**src/rtl/text_whitespace_normalizer_defines.svh**
```systemverilog
// assertion macros for the whitespace normaliser
`ifndef TEXT_WHITESPACE_NORMALIZER_DEFINES_SVH
`define TEXT_WHITESPACE_NORMALIZER_DEFINES_SVH

// same-cycle implication, clocked on i_clk, off during reset
`define TWN_ASSERT_IMP(lbl, ante, cons, msg) \
    lbl: assert property (@(posedge i_clk) disable iff (!i_rst_n) (ante) |-> (cons)) \
        else $error(msg);

// next-cycle implication
`define TWN_ASSERT_NXT(lbl, ante, cons, msg) \
    lbl: assert property (@(posedge i_clk) disable iff (!i_rst_n) (ante) |=> (cons)) \
        else $error(msg);

`endif

```
**src/rtl/twn_pkg.sv**
```systemverilog
// shared types, character codes and helpers of the whitespace normaliser
`default_nettype none

package twn_pkg;

    localparam int HELD_DEPTH_DEF = 32;

    localparam logic [7:0] CH_SPACE  = 8'h20;
    localparam logic [7:0] CH_TAB    = 8'h09;
    localparam logic [7:0] CH_NL     = 8'h0A;
    localparam logic [7:0] CH_VT     = 8'h0B;
    localparam logic [7:0] CH_FF     = 8'h0C;
    localparam logic [7:0] CH_CR     = 8'h0D;
    localparam logic [7:0] CH_DOT    = 8'h2E;
    localparam logic [7:0] CH_BANG   = 8'h21;
    localparam logic [7:0] CH_QUEST  = 8'h3F;
    localparam logic [7:0] CH_COMMA  = 8'h2C;
    localparam logic [7:0] CH_SEMI   = 8'h3B;
    localparam logic [7:0] CH_COLON  = 8'h3A;
    localparam logic [7:0] CH_DQUOTE = 8'h22;
    localparam logic [7:0] CH_SQUOTE = 8'h27;
    localparam logic [7:0] CH_LO_A   = 8'h61;
    localparam logic [7:0] CH_LO_Z   = 8'h7A;
    localparam logic [7:0] CH_UP_A   = 8'h41;
    localparam logic [7:0] CH_UP_Z   = 8'h5A;
    localparam logic [7:0] CASE_OFFSET = 8'h20;

    typedef struct packed {
        logic [7:0] in_byte;
        logic       text_end;
    } t_in;

    typedef struct packed {
        logic [7:0] out_byte;
        logic       has_byte;
        logic       text_done;
        logic       step_last;
        logic       held_overflow;
    } t_out;

    function automatic logic is_ws(input logic [7:0] b);
        return (b == CH_SPACE) || (b == CH_TAB) || (b == CH_NL) || (b == CH_VT) ||
               (b == CH_FF) || (b == CH_CR);
    endfunction

    function automatic logic closes_space(input logic [7:0] b);
        return (b == CH_COMMA) || (b == CH_DOT) || (b == CH_BANG) || (b == CH_QUEST) ||
               (b == CH_SEMI) || (b == CH_COLON) || (b == CH_NL);
    endfunction

    function automatic logic is_lower(input logic [7:0] b);
        return (b >= CH_LO_A) && (b <= CH_LO_Z);
    endfunction

    function automatic logic is_upper(input logic [7:0] b);
        return (b >= CH_UP_A) && (b <= CH_UP_Z);
    endfunction

endpackage

`default_nettype wire

```
**src/rtl/text_whitespace_normalizer.sv**
```systemverilog
// whitespace normaliser top level: run collapse, held whitespace store and capitalisation
//
// usage
// - input channel i_in / i_in_valid / o_in_ready carries one text byte per request,
//   with text_end set on the final byte of a text
// - output channel o_out / o_out_valid / i_out_ready carries result requests; every
//   input request whose results are all sent ends with step_last, the final one of a
//   text also with text_done (a bare end marker has has_byte low)
// - a space or tab is only recorded; other whitespace is written to the held store,
//   after the collapsed space when one is kept; a text end on it adds the state S_END
// - a visible byte is accepted, then each held byte is replayed from the store through
//   S_FLUSH_RD and S_FLUSH_WR (one read port, registered read data), and the byte
//   itself goes out last from S_EMIT
// - o_in_ready is high only while the sequencer is idle; a result left waiting in the
//   output register does not hold off the next request
// - a stalled receiver freezes the sequencer at its next push; nothing is lost
// - synchronous active-low reset clears flags, held count and output valid; the
//   held store itself needs no clearing since only entries below the count are read
// - the state returns to reset values after the last result of each text
`default_nettype none

`include "text_whitespace_normalizer_defines.svh"

module text_whitespace_normalizer #(
    parameter int HELD_DEPTH = twn_pkg::HELD_DEPTH_DEF
) (
    input  wire logic         i_clk,
    input  wire logic         i_rst_n,
    input  wire twn_pkg::t_in i_in,
    input  wire logic         i_in_valid,
    output logic              o_in_ready,
    output twn_pkg::t_out     o_out,
    output logic              o_out_valid,
    input  wire logic         i_out_ready
);

    localparam int CW = $clog2(HELD_DEPTH + 1);
    localparam int AW = (HELD_DEPTH > 1) ? $clog2(HELD_DEPTH) : 1;
    localparam logic [CW-1:0] DEPTH_C = CW'(HELD_DEPTH);
    localparam logic [CW-1:0] ONE_C   = CW'(1);

    // sequencer states
    typedef enum logic [5:0] {
        S_IDLE     = 6'b000001,
        S_HOLD     = 6'b000010,
        S_FLUSH_RD = 6'b000100,
        S_FLUSH_WR = 6'b001000,
        S_EMIT     = 6'b010000,
        S_END      = 6'b100000
    } t_state;

    t_state r_state, n_state;

    // text tracking flags
    logic r_pending, n_pending;
    logic r_nothing, n_nothing;
    logic r_last_nl, n_last_nl;
    logic r_cap,     n_cap;
    logic r_ovf,     n_ovf;

    logic [CW-1:0] r_count, n_count;
    logic [CW-1:0] r_idx,   n_idx;

    // latched request payload (case already applied)
    logic [7:0] r_c, n_c;
    logic       r_end, n_end;

    // output register
    twn_pkg::t_out r_out;
    logic          r_ovalid, n_ovalid;

    // held whitespace store
    logic [7:0] mem [HELD_DEPTH];
    logic [7:0] r_rdata;

    logic          in_acc;
    logic          can_push;
    logic          push;
    twn_pkg::t_out push_data;
    logic          hold_req;
    logic [7:0]    hold_byte;
    logic          rd_en;
    logic          we;
    logic          room;

    // decode of the incoming byte
    logic [7:0] c_in;
    logic       c_is_st;
    logic       c_ws;
    logic       sp_keep;
    logic [7:0] c_cased;
    logic       c_cap;

    assign in_acc   = i_in_valid && o_in_ready;
    assign can_push = !r_ovalid || i_out_ready;
    assign room     = (r_count < DEPTH_C);
    assign we       = hold_req && room;

    assign o_in_ready  = (r_state == S_IDLE);
    assign o_out       = r_out;
    assign o_out_valid = r_ovalid;

    always_comb begin
        c_in    = i_in.in_byte;
        c_is_st = (c_in == twn_pkg::CH_SPACE) || (c_in == twn_pkg::CH_TAB);
        c_ws    = twn_pkg::is_ws(c_in) && !c_is_st;
        // collapsed space survives only mid-line and not before closing punctuation
        sp_keep = !c_is_st && r_pending && !(r_nothing || r_last_nl) &&
                  !twn_pkg::closes_space(c_in);
        c_cased = c_in;
        c_cap   = r_cap;
        if (twn_pkg::is_lower(c_in) || twn_pkg::is_upper(c_in)) begin
            if (r_cap && twn_pkg::is_lower(c_in)) begin
                c_cased = c_in - twn_pkg::CASE_OFFSET;
            end
            c_cap = 1'b0;
        end else if ((c_in == twn_pkg::CH_DOT) || (c_in == twn_pkg::CH_BANG) ||
                     (c_in == twn_pkg::CH_QUEST) || (c_in == twn_pkg::CH_NL)) begin
            c_cap = 1'b1;
        end else if (!twn_pkg::is_ws(c_in) && (c_in != twn_pkg::CH_DQUOTE) &&
                     (c_in != twn_pkg::CH_SQUOTE)) begin
            c_cap = 1'b0;
        end
    end

    always_comb begin
        n_state   = r_state;
        n_pending = r_pending;
        n_nothing = r_nothing;
        n_last_nl = r_last_nl;
        n_cap     = r_cap;
        n_ovf     = r_ovf;
        n_count   = r_count;
        n_idx     = r_idx;
        n_c       = r_c;
        n_end     = r_end;
        push      = 1'b0;
        push_data = '0;
        hold_req  = 1'b0;
        hold_byte = r_c;
        rd_en     = 1'b0;

        case (r_state)
            S_IDLE: begin
                if (in_acc) begin
                    n_c   = c_cased;
                    n_end = i_in.text_end;
                    n_idx = '0;
                    if (c_is_st) begin
                        n_pending = 1'b1;
                    end else begin
                        n_pending = 1'b0;
                        n_nothing = 1'b0;
                        n_last_nl = (c_in == twn_pkg::CH_NL);
                        n_cap     = c_cap;
                    end
                    // first store write: the kept space, else held whitespace itself
                    if (sp_keep || c_ws) begin
                        hold_req  = 1'b1;
                        hold_byte = sp_keep ? twn_pkg::CH_SPACE : c_in;
                    end
                    if (c_is_st || (c_ws && !sp_keep)) begin
                        n_state = i_in.text_end ? S_END : S_IDLE;
                    end else if (c_ws) begin
                        n_state = S_HOLD;
                    end else if ((r_count != '0) || sp_keep) begin
                        n_state = S_FLUSH_RD;
                    end else begin
                        n_state = S_EMIT;
                    end
                end
            end
            S_HOLD: begin
                hold_req  = 1'b1;
                hold_byte = r_c;
                n_state   = r_end ? S_END : S_IDLE;
            end
            S_FLUSH_RD: begin
                rd_en   = 1'b1;
                n_state = S_FLUSH_WR;
            end
            S_FLUSH_WR: begin
                if (can_push) begin
                    push      = 1'b1;
                    push_data = '{out_byte: r_rdata, has_byte: 1'b1, text_done: 1'b0,
                                  step_last: 1'b0, held_overflow: 1'b0};
                    n_idx     = r_idx + ONE_C;
                    n_state   = ((r_idx + ONE_C) == r_count) ? S_EMIT : S_FLUSH_RD;
                end
            end
            S_EMIT: begin
                if (can_push) begin
                    push      = 1'b1;
                    push_data = '{out_byte: r_c, has_byte: 1'b1, text_done: r_end,
                                  step_last: 1'b1, held_overflow: r_end && r_ovf};
                    n_count   = '0;
                    n_state   = S_IDLE;
                end
            end
            S_END: begin
                if (can_push) begin
                    push      = 1'b1;
                    push_data = '{out_byte: 8'h00, has_byte: 1'b0, text_done: 1'b1,
                                  step_last: 1'b1, held_overflow: r_ovf};
                    n_state   = S_IDLE;
                end
            end
            default: begin
                n_state = S_IDLE;
            end
        endcase

        // store full: byte dropped, sticky flag set
        if (hold_req) begin
            if (room) begin
                n_count = r_count + ONE_C;
            end else begin
                n_ovf = 1'b1;
            end
        end

        // end of text: back to reset values
        if (push && push_data.text_done) begin
            n_pending = 1'b0;
            n_nothing = 1'b1;
            n_last_nl = 1'b0;
            n_cap     = 1'b1;
            n_ovf     = 1'b0;
            n_count   = '0;
        end

        n_ovalid = push ? 1'b1 : (i_out_ready ? 1'b0 : r_ovalid);
    end

    always_ff @(posedge i_clk) begin
        if (!i_rst_n) begin
            r_state   <= S_IDLE;
            r_pending <= 1'b0;
            r_nothing <= 1'b1;
            r_last_nl <= 1'b0;
            r_cap     <= 1'b1;
            r_ovf     <= 1'b0;
            r_count   <= '0;
            r_idx     <= '0;
            r_ovalid  <= 1'b0;
        end else begin
            r_state   <= n_state;
            r_pending <= n_pending;
            r_nothing <= n_nothing;
            r_last_nl <= n_last_nl;
            r_cap     <= n_cap;
            r_ovf     <= n_ovf;
            r_count   <= n_count;
            r_idx     <= n_idx;
            r_ovalid  <= n_ovalid;
        end
    end

    // payload registers
    always_ff @(posedge i_clk) begin
        r_c   <= n_c;
        r_end <= n_end;
        if (push) begin
            r_out <= push_data;
        end
    end

    // store write port
    always_ff @(posedge i_clk) begin
        if (we) begin
            mem[r_count[AW-1:0]] <= hold_byte;
        end
    end

    // store read port, registered read data
    always_ff @(posedge i_clk) begin
        if (rd_en) begin
            r_rdata <= mem[r_idx[AW-1:0]];
        end
    end

    `TWN_ASSERT_IMP(a_count_bound, 1'b1, r_count <= DEPTH_C, "held count beyond store depth")
    `TWN_ASSERT_IMP(a_flush_index, (r_state == S_FLUSH_RD) || (r_state == S_FLUSH_WR), r_idx < r_count, "replay index past held count")
    `TWN_ASSERT_NXT(a_done_clears, push && push_data.text_done, (r_count == '0) && !r_ovf && r_nothing && r_cap, "state not cleared after end of text")
    `TWN_ASSERT_IMP(a_ovf_on_done, o_out_valid && o_out.held_overflow, o_out.text_done && o_out.step_last, "overflow flag away from end of text")

endmodule

`default_nettype wire
```
**config.mk**
```make
export PLATFORM = sky130hd
export DESIGN_NAME = text_whitespace_normalizer
export DESIGN_NICKNAME = d
export VERILOG_FILES = /design/src/rtl/twn_pkg.sv /design/src/rtl/text_whitespace_normalizer.sv
export VERILOG_INCLUDE_DIRS = /design/src /design/src/rtl
export SDC_FILE = /design/constraint.sdc
export NUM_CORES = 1
export LEC_CHECK = 0
export BUFFER_PORTS_ARGS = -buffer_cell sky130_fd_sc_hd__clkbuf_2
export CORE_ASPECT_RATIO = 1.1
export CORE_MARGIN = 2
export CORE_UTILIZATION = 45
export CTS_CLUSTER_DIAMETER = 60
export DETAILED_ROUTE_END_ITERATION = 12
export PLACE_DENSITY = 0.67
export SYNTH_ARGS = -nofsm -noshare
export SYNTH_HDL_FRONTEND = slang
export SYNTH_SLANG_ARGS = --single-unit
```
**constraint.sdc**
```tcl
create_clock -name i_clk -period 3.75 [get_ports i_clk]
set_input_delay 0.375 -clock i_clk [delete_from_list [all_inputs] [get_ports i_clk]]
set_output_delay 0.375 -clock i_clk [all_outputs]
set_load 0.01 [all_outputs]
```
# Word level (Yosys, flattened, before mapping)
# Memory sizes are Yosys's and may differ from the RTL's. A register that Yosys moved wholly into a read port is not among the register bits.
# Index checks and enable logic that the tools add are counted.
dict set report word_totals {
  reg_bits 45
  latchBits 0
  mem_bits_rw 256
  rom_bits 0
  input_bits 13
  output_inout_bits 14
  elab_cells 146
  n_memories 1
}
dict set report op_classes {
  addsub 3
  mul 0
  n_div 0
  n_lt_le_gt_ge 5
  n_eq_ne 24
  shifts 0
  mux 41
  n_bitwise 3
  reduce_logical 53
}
# memory words word_bits read_ports rd_ports_with_merged_regs write_ports line_no
set memory_table {}
lappend memory_table {mem 32 8 1 1 1 text_whitespace_normalizer.sv:73} ;# logic [7:0] mem [HELD_DEPTH];
# operator n
set ops {}
lappend ops {{$mux 6} 12}
lappend ops {{$eq 8x6->1 const B} 7}
lappend ops {{$mux 8} 6}
lappend ops {{$eq 8x4->1 const B} 5}
lappend ops {{$pmux 12 s3} 1}
lappend ops {{$pmux 6 s5} 1}
lappend ops {{$mux 12} 2}
lappend ops {{$logic_or 1x1->1} 20}
lappend ops {{$ge 8x7->1 const B} 2}
lappend ops {{$le 8x7->1 const B} 2}
lappend ops {{$ne 8x6->1 const B} 2}
lappend ops {{$mux 5} 3}
lappend ops {{$logic_and 1x1->1} 14}
lappend ops {{$mux 1} 13}
lappend ops {{$add 6x1->6 const B} 2}
lappend ops {{$pmux 6 s2} 1}
lappend ops {{$reduce_and 3->1} 3}
lappend ops {{$sub 8x6->8 const B} 1}
lappend ops {{$eq 6x1->1 const B} 1}
lappend ops {{$eq 6x2->1 const B} 1}
lappend ops {{$eq 6x3->1 const B} 1}
lappend ops {{$eq 6x4->1 const B} 1}
lappend ops {{$eq 6x5->1 const B} 1}
lappend ops {{$eq 6x6->1} 1}
lappend ops {{other kinds (15)} 26}

# Depth between registers and ports, before layout
# Gate-level depths: netlist (run 1).
dict set report depth {
  depth_word 16
  ltp_mapped 9
  depth_no_buf 7
}

# Worst setup path before layout (run 1)
# Ideal clock, no wire load.
dict set report synth_timing {
  kind {input-to-reg}
  startpoint {input port i_in[4] in the netlist's numbering}
  endpoint {memory mem[0][5] (data pin)}
  setup_time_ns 0.454
  arrival_time_ns 2.660
  required_ns 3.296
  setup_slack_ns 0.636
  stages 6
  n_path_buf 1
  cell_sequence {buf_2 -> nor4bb_1 -> and2_1 -> a21o_2 -> or2_2 -> o21ai_0}
}
dict set report synth_via {
  elab_chain_cells 13
  elab_cells_between_ends 34
  classes_between {12 x eq/ne; 4 x mux; 18 x reduce/logical}
}
# item line_no
set synth_rtl {}
lappend synth_rtl {{start, declared} text_whitespace_normalizer.sv:29} ;# input wire twn_pkg::t_in i_in,
lappend synth_rtl {{$eq 8x6->1} twn_pkg.sv:47} ;# return (b == CH_COMMA) || (b == CH_DOT) || (b == CH_BANG) || (b == CH_QUEST) ||
lappend synth_rtl {{$logic_or 1x1->1 (4 in series)} twn_pkg.sv:47}
lappend synth_rtl {{$logic_or 1x1->1 (2 in series)} twn_pkg.sv:48} ;# (b == CH_SEMI) || (b == CH_COLON) || (b == CH_NL);
lappend synth_rtl {{$logic_not 1->1} text_whitespace_normalizer.sv:109} ;# !twn_pkg::closes_space(c_in);
lappend synth_rtl {{$logic_and 1x1->1} text_whitespace_normalizer.sv:108} ;# sp_keep = !c_is_st && r_pending && !(r_nothing || r_last_nl) &&
lappend synth_rtl {{$mux 8 / $logic_or 1x1->1 (equally long branches)} {text_whitespace_normalizer.sv:160, text_whitespace_normalizer.sv:158}}
lappend synth_rtl {{$mux 8 *} text_whitespace_normalizer.sv:158} ;# if (sp_keep || c_ws) begin
lappend synth_rtl {{$mux 8 *} text_whitespace_normalizer.sv:145} ;# if (in_acc) begin
lappend synth_rtl {{$mux 8 *} text_whitespace_normalizer.sv:143} ;# case (r_state)
lappend synth_rtl {{via hold_byte[5]} text_whitespace_normalizer.sv:81} ;# logic [7:0] hold_byte;
lappend synth_rtl {{end, declared} text_whitespace_normalizer.sv:73}
# The timed path passes the listed nets; every way through them passes the cells marked *.

# Final worst setup path (run 1)
dict set report layout_timing {
  startpoint {register r_state[3]}
  endpoint {memory mem[27][2] (enable)}
}
dict set report layout_via {
  elab_chain_cells 7
  elab_cells_between_ends 8
  classes_between {2 x eq/ne; 4 x mux; 2 x reduce/logical}
}
# item line_no
set layout_rtl {}
lappend layout_rtl {{start, declared} text_whitespace_normalizer.sv:52} ;# t_state r_state, n_state;
lappend layout_rtl {{start signal, assigned} text_whitespace_normalizer.sv:247} ;# r_state <= n_state;
lappend layout_rtl {{$eq 6x1->1} {text_whitespace_normalizer.sv:99, text_whitespace_normalizer.sv:143}}
lappend layout_rtl {{$logic_and 1x1->1} text_whitespace_normalizer.sv:94} ;# assign in_acc = i_in_valid && o_in_ready;
lappend layout_rtl {{$mux 1} text_whitespace_normalizer.sv:145}
lappend layout_rtl {{$pmux 1 s2 *} text_whitespace_normalizer.sv:143}
lappend layout_rtl {{$logic_and 1x1->1 *} text_whitespace_normalizer.sv:97} ;# assign we = hold_req && room;
lappend layout_rtl {{$mux 1 *} text_whitespace_normalizer.sv:270} ;# if (we) begin
lappend layout_rtl {{$mux 1 (implied by the code) *} text_whitespace_normalizer.sv:271} ;# mem[r_count[AW-1:0]] <= hold_byte;
# Every way passes the cells marked *; elsewhere a longest branch is shown, timed or not.

==> impl_metrics.ini, run 1 <==
[outcome]
status = completed

[worst_setup_path]
critPathMaxFanout = 13
critPathTopFamily = simple AND/OR/NAND/NOR gates
crit_path_max_incr_delay_ns = 0.43
crit_chain = nor3_2, nand3_1, inv_2, nand3_2, a21oi_1, nand3_1, nor3_1, buf_4
crit_top_cell = nand3_1
end_kind = register
critPathRequiredTime_ns = 3.96
path_class = reg2reg
arrival_ns = 3.16
crit_buf_inv = 2
critPathLaunchType = register
slowest_stage = dfxtp_1
r2r-start = r_state[3]$_SDFFE_PN0P_
crit_start = r_state[3]$_SDFFE_PN0P_

[cells_and_area]
finish.utilization = 0.5203
antenna_cells = 0
drive_above_1_share = 0.2542
final_cell_mix = edfxtp_1, mux4_2, clkbuf_16
final_nets = 779
nFillCells = 2183
area_growth_syn_to_layout_pct = 13.16
final_common_cell = edfxtp_1

[sta]
fin_crit_ns = 2.945
fin_crit_sh = 0.7855
maxSlewHeadroom = 0.2445
timing_max_transition_violations_final = 0
tightest_slew_ns = 1.132
max_freq_mhz = 339.5
tns_ns = 0
finalSetupViolCount = 0
hold_viol = 0
rsz0062_at_grt = false
finalClockSkew_ns = 0.02508

[clocking]
clkSinkCount = 309
root_buffer = clkbuf_16
cts-buffers-inserted = 34
clk_pin_slew_worst_paths_ns = 0.06
cts-htree-levels = 2
clock_latency_ns = 0.51
tritoncts = built
cts_max_path_buffers = 3
post_cts_buffers = 0
cts_resized = 0
cts_hold_buf = 0

[floorplan]
initial_core_util = 0.4598
rows = 64
fp.dieH_um = 181.2
io-pin-count = 27
design.core.area_um2 = 27950
die_area_um2 = 29920
die_w_um = 165.1

[pwr]
powerDensity_nw_per_um2 = 547.0
peakVddDrop_v = 0.0003654
leakagePower_nw = 4.699

[yosys]
synthSimpleGateAreaFrac = 0.07176
ys_seq_area_frac = 0.7034
syn_nets = 730
synth.mux.area_fraction = 0.1497
synth_top_family_by_area = multiplexers
syn_inst = 709
async_flop_share = 0
synth_edf_count = 285
yosys_warnings = 0
synth_ff_type = edfxtp_1
synth-compound-area-share = 0.04226
syn_area_per_cell_um2 = 18.12
synth_fa_ha_area_frac = 0.007790
ys_seq_elements = 309
syn_area_um2 = 12850
synthXorXnorAreaFrac = 0.008179
synth.distinct_cells = 62

[detailed_routing]
viasPerCell = 5.931
drc = 0
drt_iter0_drc = 818
drt_first_pass_iters = 5
routed-via-count = 6797
wire_per_inst_um = 24.15
drtAntennaViolNets = 0
wl_um = 27680

[min_path]
min_from = i_in[0]
hp-class = in2reg

[global_route]
antenna_found_initial = 0
grt.total_usage = 0.1920
grt_start_max_net_pins = 39
overflow = 0
grt_pass1_vias = 6858
grt_first_pass_wirelength_um = 42640

[place]
gp_congestion = 0.8730
port_buffers = 26
post-dp-hpwl_um = 17830

[flow_run]
cap_violations = 0
[final cells by class]
cell class,instances,area (um^2),share of cell area
clock buffers,52,949.7,0.06531
clock inverters,9,112.6,0.007744
inverters,10,37.54,0.002581
multi-input cells,352,3601,0.2476
flip-flops and latches,309,9044,0.6219
well taps,363,454.2,0.03123
repair buffers,51,342.8,0.02358
[logic make-up after synthesis]
family	count (synthesis)
DFF	309
and+or+nand+nor	164
muxes	91
AOI/OAI and AO/OA	77
buffers and inverters	48
xor gates and xnor gates	12
adders and majority gates	8
[metrics by stage]
step	hold slack, ns	worst slack (ns)	total power, mW	instance area [um^2]	std cells
3_3_place_gp	0.4722	0.9219	4.815	13480	1085
4_1_cts	0.09220	0.8073	7.997	14540	1146
5_1_grt	0.09812	0.5270	8.230	14540	1146
2_1_floorplan	0.4276	0.6356	4.543	12850	709
3_5_place_dp	0.4662	0.8224	4.850	13480	1085
6_report	0.1079	0.8046	7.954	14540	1146
[metal layers]
layer | vias to the layer above | routed length, um | track usage
li1 | 2989 | - | -
met1 | 3483 | 11400 | 0.2688
met5 | - | 0 | 0
met2 | 279 | 13630 | 0.3055
met4 | 0 | 786 | 0.06748
met3 | 46 | 1867 | 0.03283
[Yosys cell counts (8+ instances only)]
library cell / count / area share
nand2_1: 23 / 0.0067
buf_2: 9 / 0.0035
edfxtp_1: 285 / 0.67
ha_1: 8 / 0.0078
mux4_2: 80 / 0.14
nand3_1: 17 / 0.0066
dfxtp_1: 24 / 0.037
nor2b_1: 16 / 0.0078
clkbuf_1: 19 / 0.0056
inv_1: 9 / 0.0026
a21oi_1: 16 / 0.0062
and3_1: 32 / 0.016
and2_1: 8 / 0.0039
o21ai_0: 14 / 0.0055
a22o_1: 11 / 0.0075
mux2_2: 9 / 0.0079
nor3_1: 12 / 0.0047
nor2_1: 25 / 0.0073
[worst paths after layout]
| kind | end | slack (ns) | cells past startpoint |
|---|---|---|---|
| max | mem[27][2]$_DFFE_PP_ | 0.80 | 8 |
| min | r_end$_DFFE_PP_ | 0.11 | 1 |
| max reg2reg | mem[27][2]$_DFFE_PP_ | 0.80 | 8 |
| min reg2reg | r_nothing$_SDFFE_PP1P_ | 0.47 | 1 |
[state kept, by name, summed over array words and instances, names as in the netlist]
name / cells
r_rdata: 8
o_out_valid: 1
o_out: 12
mem: 256
r_pending: 1
r_count: 6
r_cap: 1
r_end: 1
r_last_nl: 1
r_idx: 6
r_state: 6
r_ovf: 1
r_nothing: 1
r_c: 8
[power by group]
part           internal, mW  total [mW]  switching, mW  leakage (nW)
Sequential             4.02        4.08         0.0587          2.76
Clock                  1.90        3.17           1.28         0.515
Combinational         0.182       0.700          0.518          1.42
Total                  6.10        7.95           1.86          4.70
(Power assumes the default switching activity.)
==> run 2: changes to the inputs <==
Settings changed: ABC_AREA from default to 1, PLACE_DENSITY 0.67 to 0.7.
Clock period 3.75 ns to 2.67 ns, I/O delays scaled along.
==> run 2 against run 1 <==
Flip-flop and latch count stayed put. Cell area is 3.4% higher. First-iteration DRC count is 23% higher. Core utilization is 0.49 points higher. Worst setup slack worse by 0.55 ns. Power is 29% higher. Sequential share of layout area is 2.0 points lower. Register-to-register slack worse by 0.47 ns. Critical path type is now in2reg. Final cell count is 39% higher. Clock skew is 0.020 ns higher. Largest power group unchanged.
==> impl_metrics.ini, run 2 <==
[yosys]
syn_inst = 1132
synth_ff_type = edfxtp_1
ys_seq_elements = 309
synth_top_family_by_area = simple AND/OR/NAND/NOR gates
async_flop_share = 0
synth_edf_count = 285
netlist.area_leader.share = 0.6554
synth_fa_ha_area_frac = 0.007665
syn_nets = 1153
syn_area_um2 = 13060
synthTopCellsByArea = edfxtp_1, nor2_1, o21ai_0, dfxtp_1, o221ai_1
ys_seq_area_frac = 0.6922
yosys_warnings = 0
yosys-top-cells-count = edfxtp_1, nor2_1, o21ai_0
synth.mux.area_fraction = 0
synthSimpleGateAreaFrac = 0.1376
synth.distinct_cells = 39
synth_most_common_cell = edfxtp_1
yosys.area.top_type = edfxtp_1
syn_area_per_cell_um2 = 11.54
synthXorXnorAreaFrac = 0.002012
synth-compound-area-share = 0.1239

[cells_and_area]
nFillCells = 2431
final_nets = 1227
area_growth_syn_to_layout_pct = 15.14
antenna_cells = 0
finish.utilization = 0.5252
multiInputGateArea_um2 = 3575
drive_above_1_share = 0.1426
seq_area_um2 = 9044
final_cell_mix = edfxtp_1, nor2_1, o21ai_0
largest_register_ffs = 256
final_common_cell = edfxtp_1
stdcell_count = 1595
final_area_um2 = 15040

[worst_setup_path]
rrSetupSlack_ns = 0.33
critPathMaxFanout = 9
worstRegToRegCells = 9
end_kind = register
r2r_end = mem[9][1]$_DFFE_PP_
critPathRequiredTime_ns = 2.92
arrival_ns = 2.67
r2r-start = r_state[2]$_SDFFE_PN0P_
critPathLaunchType = input pin
path_class = in2reg

[detailed_routing]
drc = 0
drt_iter0_drc = 1008
drtAntennaViolNets = 0
wl_um = 32570
drt_first_pass_iters = 7
routed-via-count = 9196
viasPerCell = 5.766
wire_per_inst_um = 20.42

[clocking]
clock_latency_ns = 0.59
tritoncts = built
cts_hold_buf = 7
clkSinkCount = 309
root_buffer = clkbuf_16
clk_pin_slew_worst_paths_ns = 0.06
cts-htree-levels = 1
cts-buffers-inserted = 30
cts_resized = 0
cts_max_path_buffers = 3
post_cts_buffers = 0

[floorplan]
fp.dieH_um = 182.7
design.core.area_um2 = 28630
die_area_um2 = 30400
rows = 65
io-pin-count = 27
initial_core_util = 0.4562
die_w_um = 166.4

[pwr]
peakVddDrop_v = 0.0004801
leakagePower_nw = 5.202
finalPower_mw = 10.28
powerDensity_nw_per_um2 = 683.6

[global_route]
grt.total_usage = 0.2126
grt_pass1_vias = 9083
grt_start_max_net_pins = 62
grt_first_pass_wirelength_um = 50570
overflow = 0
antenna_found_initial = 0

[place]
dp_cells = 1535
gp_congestion = 0.8658
post-dp-hpwl_um = 20390
port_buffers = 26
pre_cts_ws_ns = 0.2439
placed_cell_area_um2 = 14070

[sta]
max_freq_mhz = 413.2
hold_slack_ns = 0.04345
fin_crit_sh = 0.9064
hold_viol = 0
finalSetupViolCount = 0
fin_crit_ns = 2.420
timing_max_transition_violations_final = 0
maxSlewHeadroom = 0.5009
tightest_slew_ns = 0.7479
setup_ws_ns = 0.2498
finalClockSkew_ns = 0.04517
tns_ns = 0
rsz0062_at_grt = false

[outcome]
status = completed

[min_path]
hold_path_end = r_c[7]$_DFFE_PP_
min_from = i_in[8]
hold_path_depth = 3
hp-class = in2reg

[flow_run]
cap_violations = 0
## run 2: changes by cell type in the layout (fill, tap and decap cells not counted), moves of 20 or more
cell	previous run	this run
inv_1	9	46
o221ai_1	0	52
nor2_1	25	213
and3_1	32	0
mux4_2	80	0
nand3_1	17	52
a21oi_1	15	35
nand2_1	23	114
o21ai_0	13	157
buf_4	23	60
## run 2: final cells by class
type                       instances  area share
sequential                       309      0.6015
multi-input combinational        703      0.2377
timing repair buffer             102     0.05525
clock buffer                      41     0.05268
tap                              368     0.03062
inverter                          60     0.01506
clock inverter                    12    0.007157
## run 2: worst max-delay path, cell delays in order
cell and delay, ns:
dlygate4sd3_1 0.53, clkbuf_2 0.13, inv_2 0.09, nand2_1 0.10
nor2_2 0.21, inv_2 0.05, a21oi_2 0.21, inv_2 0.09
nand2_4 0.08, nand2_4 0.09, nand2_4 0.13, nand3_2 0.29
nor2_1 0.19, buf_4 0.20
## run 2: cell families after synthesis
| logic type | Yosys count |
|---|---|
| flip-flops | 309 |
| AND/OR/NAND/NOR | 417 |
| buffers and inverters | 120 |
| AO/OA/AOI/OAI | 275 |
| XOR/XNOR | 3 |
| adder cells (fa/ha/maj) | 8 |
## run 2: per-layer routing
| metal | wire length [um] | global-route usage | up-vias |
|---|---|---|---|
| met3 | 2164 | 0.02407 | 72 |
| met4 | 1149 | 0.07897 | 0 |
| met1 | 13330 | 0.2822 | 4534 |
| met5 | 0 | 0 | - |
| met2 | 15930 | 0.3631 | 353 |
| li1 | - | - | 4237 |
## run 2: worst max-delay path by stage
stage                       startpoint                    to  slack [ns]
6_report                       i_in[3]   mem[8][4]$_DFFE_PP_        0.25
5_1_grt                        i_in[2]   mem[9][1]$_DFFE_PP_        0.14
4_1_cts                        i_in[3]   mem[8][4]$_DFFE_PP_        0.29
3_5_place_dp                   i_in[7]  mem[12][1]$_DFFE_PP_        0.24
3_3_place_gp                   i_in[7]   mem[8][4]$_DFFE_PP_        0.28
2_1_floorplan  r_state[5]$_SDFFE_PN0P_   mem[0][0]$_DFFE_PP_        0.04
## run 2: where the power goes
group          internal (mW)  total, mW  switching [mW]  leakage [nW]
clock network           2.17       3.92            1.76         0.427
logic                  0.205      0.775           0.570          2.01
registers               5.54       5.58          0.0359          2.77
total                   7.92       10.3            2.36          5.20
==> run 3: changes to the inputs <==
Settings changed: ABC_AREA 1 to default.
==> run 3 against run 2 <==
Fmax is 4.8% lower. Clock-buffer cell count is the same. Cell area fell by 1.5%. Critical path depth fell by 6. Combinational power grew 43%. Wire length fell by 15%. Register-to-register slack worse by 0.20 ns. Final cell count decreased by 28%. Non-clock buffer count decreased by 38. Global-route usage shrank 2.4 points. Die area down 1.6%. Worst setup slack lost 0.12 ns. Largest power group unchanged.
==> impl_metrics.ini, run 3 (synthesis results as in run 1) <==
[worst_setup_path]
path_class = reg2reg
crit_path_max_incr_delay_ns = 0.44
critPathLaunchType = register
arrival_ns = 2.75
slowest_stage = dfxtp_1
critPathMaxFanout = 26
critPathRequiredTime_ns = 2.88
end_kind = register
crit_chain = nor3b_2, nand3_1, inv_2, nand3_2, a21o_1, nor2_2, buf_12, and3_1

[floorplan]
fp.dieH_um = 181.2
design.core.area_um2 = 27950
io-pin-count = 27
die_w_um = 165.1
initial_core_util = 0.4598
die_area_um2 = 29920
rows = 64

[clocking]
tritoncts = built
cts-htree-levels = 1
root_buffer = clkbuf_16
cts_max_path_buffers = 3
clkSinkCount = 309
clk_pin_slew_worst_paths_ns = 0.06
cts-buffers-inserted = 30
clock_latency_ns = 0.55

[detailed_routing]
drtAntennaViolNets = 0
viasPerCell = 5.921
wl_um = 27750
wire_per_inst_um = 24.07
drc = 0
drt_iter0_drc = 912
drt_first_pass_iters = 5
routed-via-count = 6827

[pwr]
power.switching_mw = 2.571
p_int_mw = 8.883
powerDensity_nw_per_um2 = 773.7
combPwrFrac = 0.097
clkPwrFrac = 0.404
peakVddDrop_v = 0.0004938
leakagePower_nw = 4.801
p_seq_frac = 0.499
sw_frac_of_total = 0.2244

[cells_and_area]
drive_above_1_share = 0.2797
antenna_cells = 0
final_cell_mix = edfxtp_1, mux4_2, clkbuf_16
final_common_cell = edfxtp_1
final_nets = 788
nFillCells = 2080
multiInputGateArea_um2 = 3620
largest_register_ffs = 256
seq_area_um2 = 9044
area_growth_syn_to_layout_pct = 15.21

[sta]
hold_slack_ns = 0.06315
finalSetupViolCount = 0
rsz0062_at_grt = false
tightest_slew_ns = 0.7400
maxSlewHeadroom = 0.5029
hold_viol = 0
timing_max_transition_violations_final = 0
max_freq_mhz = 393.5
fin_crit_sh = 0.9519
tns_ns = 0
fin_crit_ns = 2.542
finalClockSkew_ns = 0.01430

[flow_run]
cap_violations = 0

[global_route]
grt_pass1_vias = 6967
grt.total_usage = 0.1882
grt_first_pass_wirelength_um = 42060
antenna_found_initial = 0
grt_start_max_net_pins = 69
overflow = 0

[place]
post-dp-hpwl_um = 17840
port_buffers = 26
gp_congestion = 0.9543

[outcome]
status = completed

[min_path]
hp-class = in2reg
-- run 3: power by group through the flow --
stage          registers (mW)  clock network [mW]  logic, mW
3_3_place_gp             5.82                   0       1.08
5_1_grt                  5.73                4.87       1.22
6_report                 5.72                4.62       1.11
2_1_floorplan            5.80                   0      0.579
3_5_place_dp             5.82                   0       1.12
4_1_cts                  5.72                4.69       1.12
-- run 3: path summary, 6_finish.rpt --
check | start | to | slack, ns | depth (start not counted)
worst max-delay path | r_state[0]$_SDFFE_PN1P_ | mem[24][6]$_DFFE_PP_ | 0.13 | 8
worst min-delay path | i_in[5] | r_c[4]$_DFFE_PP_ | 0.06 | 1
worst max register to register | r_state[0]$_SDFFE_PN1P_ | mem[24][6]$_DFFE_PP_ | 0.13 | 8
worst min register to register | r_nothing$_SDFFE_PP1P_ | r_nothing$_SDFFE_PP1P_ | 0.47 | 1
-- run 3: worst max-delay path, delay by kind of cell (launching register included) --
family | cells | cell delay (ns)
and+or+nand+nor | 5 | 1.15
AOI/OAI and AO/OA | 1 | 0.26
buffers and inverters | 2 | 0.32
DFF | 1 | 0.44
-- run 3: area by class of cell --
class                           instances  area share
Clock buffer                           41     0.05494
Clock inverter                         14     0.01893
Inverter                               10    0.002535
Multi-Input combinational cell        352      0.2445
Sequential cell                       309      0.6109
Tap cell                              363     0.03068
Timing Repair Buffer                   64     0.03753
-- run 3: per-stage QoR --
step                cell area [um^2]  utilization  power (mW)  std cells  setup slack (ns)
finish                         14800       0.5297       11.45       1153            0.1284
global placement               13690       0.4897       6.899       1097            0.1586
detailed placement             13690       0.4897       6.943       1097           0.08617
floorplan                      12860            -       6.383        709            0.1830
global route                   14800       0.5297       11.82       1153         0.0009344
CTS                            14790       0.5292       11.52       1153            0.1372
-- run 3: repair_timing --
item / 4_1_cts / 5_1_grt
hold buffers: 1 / 0
hold endpoints to repair: 1 / 0
resized for setup: 0 / 9
setup endpoints to repair: 0 / 63
setup buffers: 0 / 0
-- run 3: per-layer routing --
metal	track usage	up-vias	share of wire
met5	0	-	0
met4	0.05878	0	0.028
met3	0.03260	48	0.082
met2	0.3023	345	0.49
met1	0.2635	3439	0.40
li1	-	2995	-
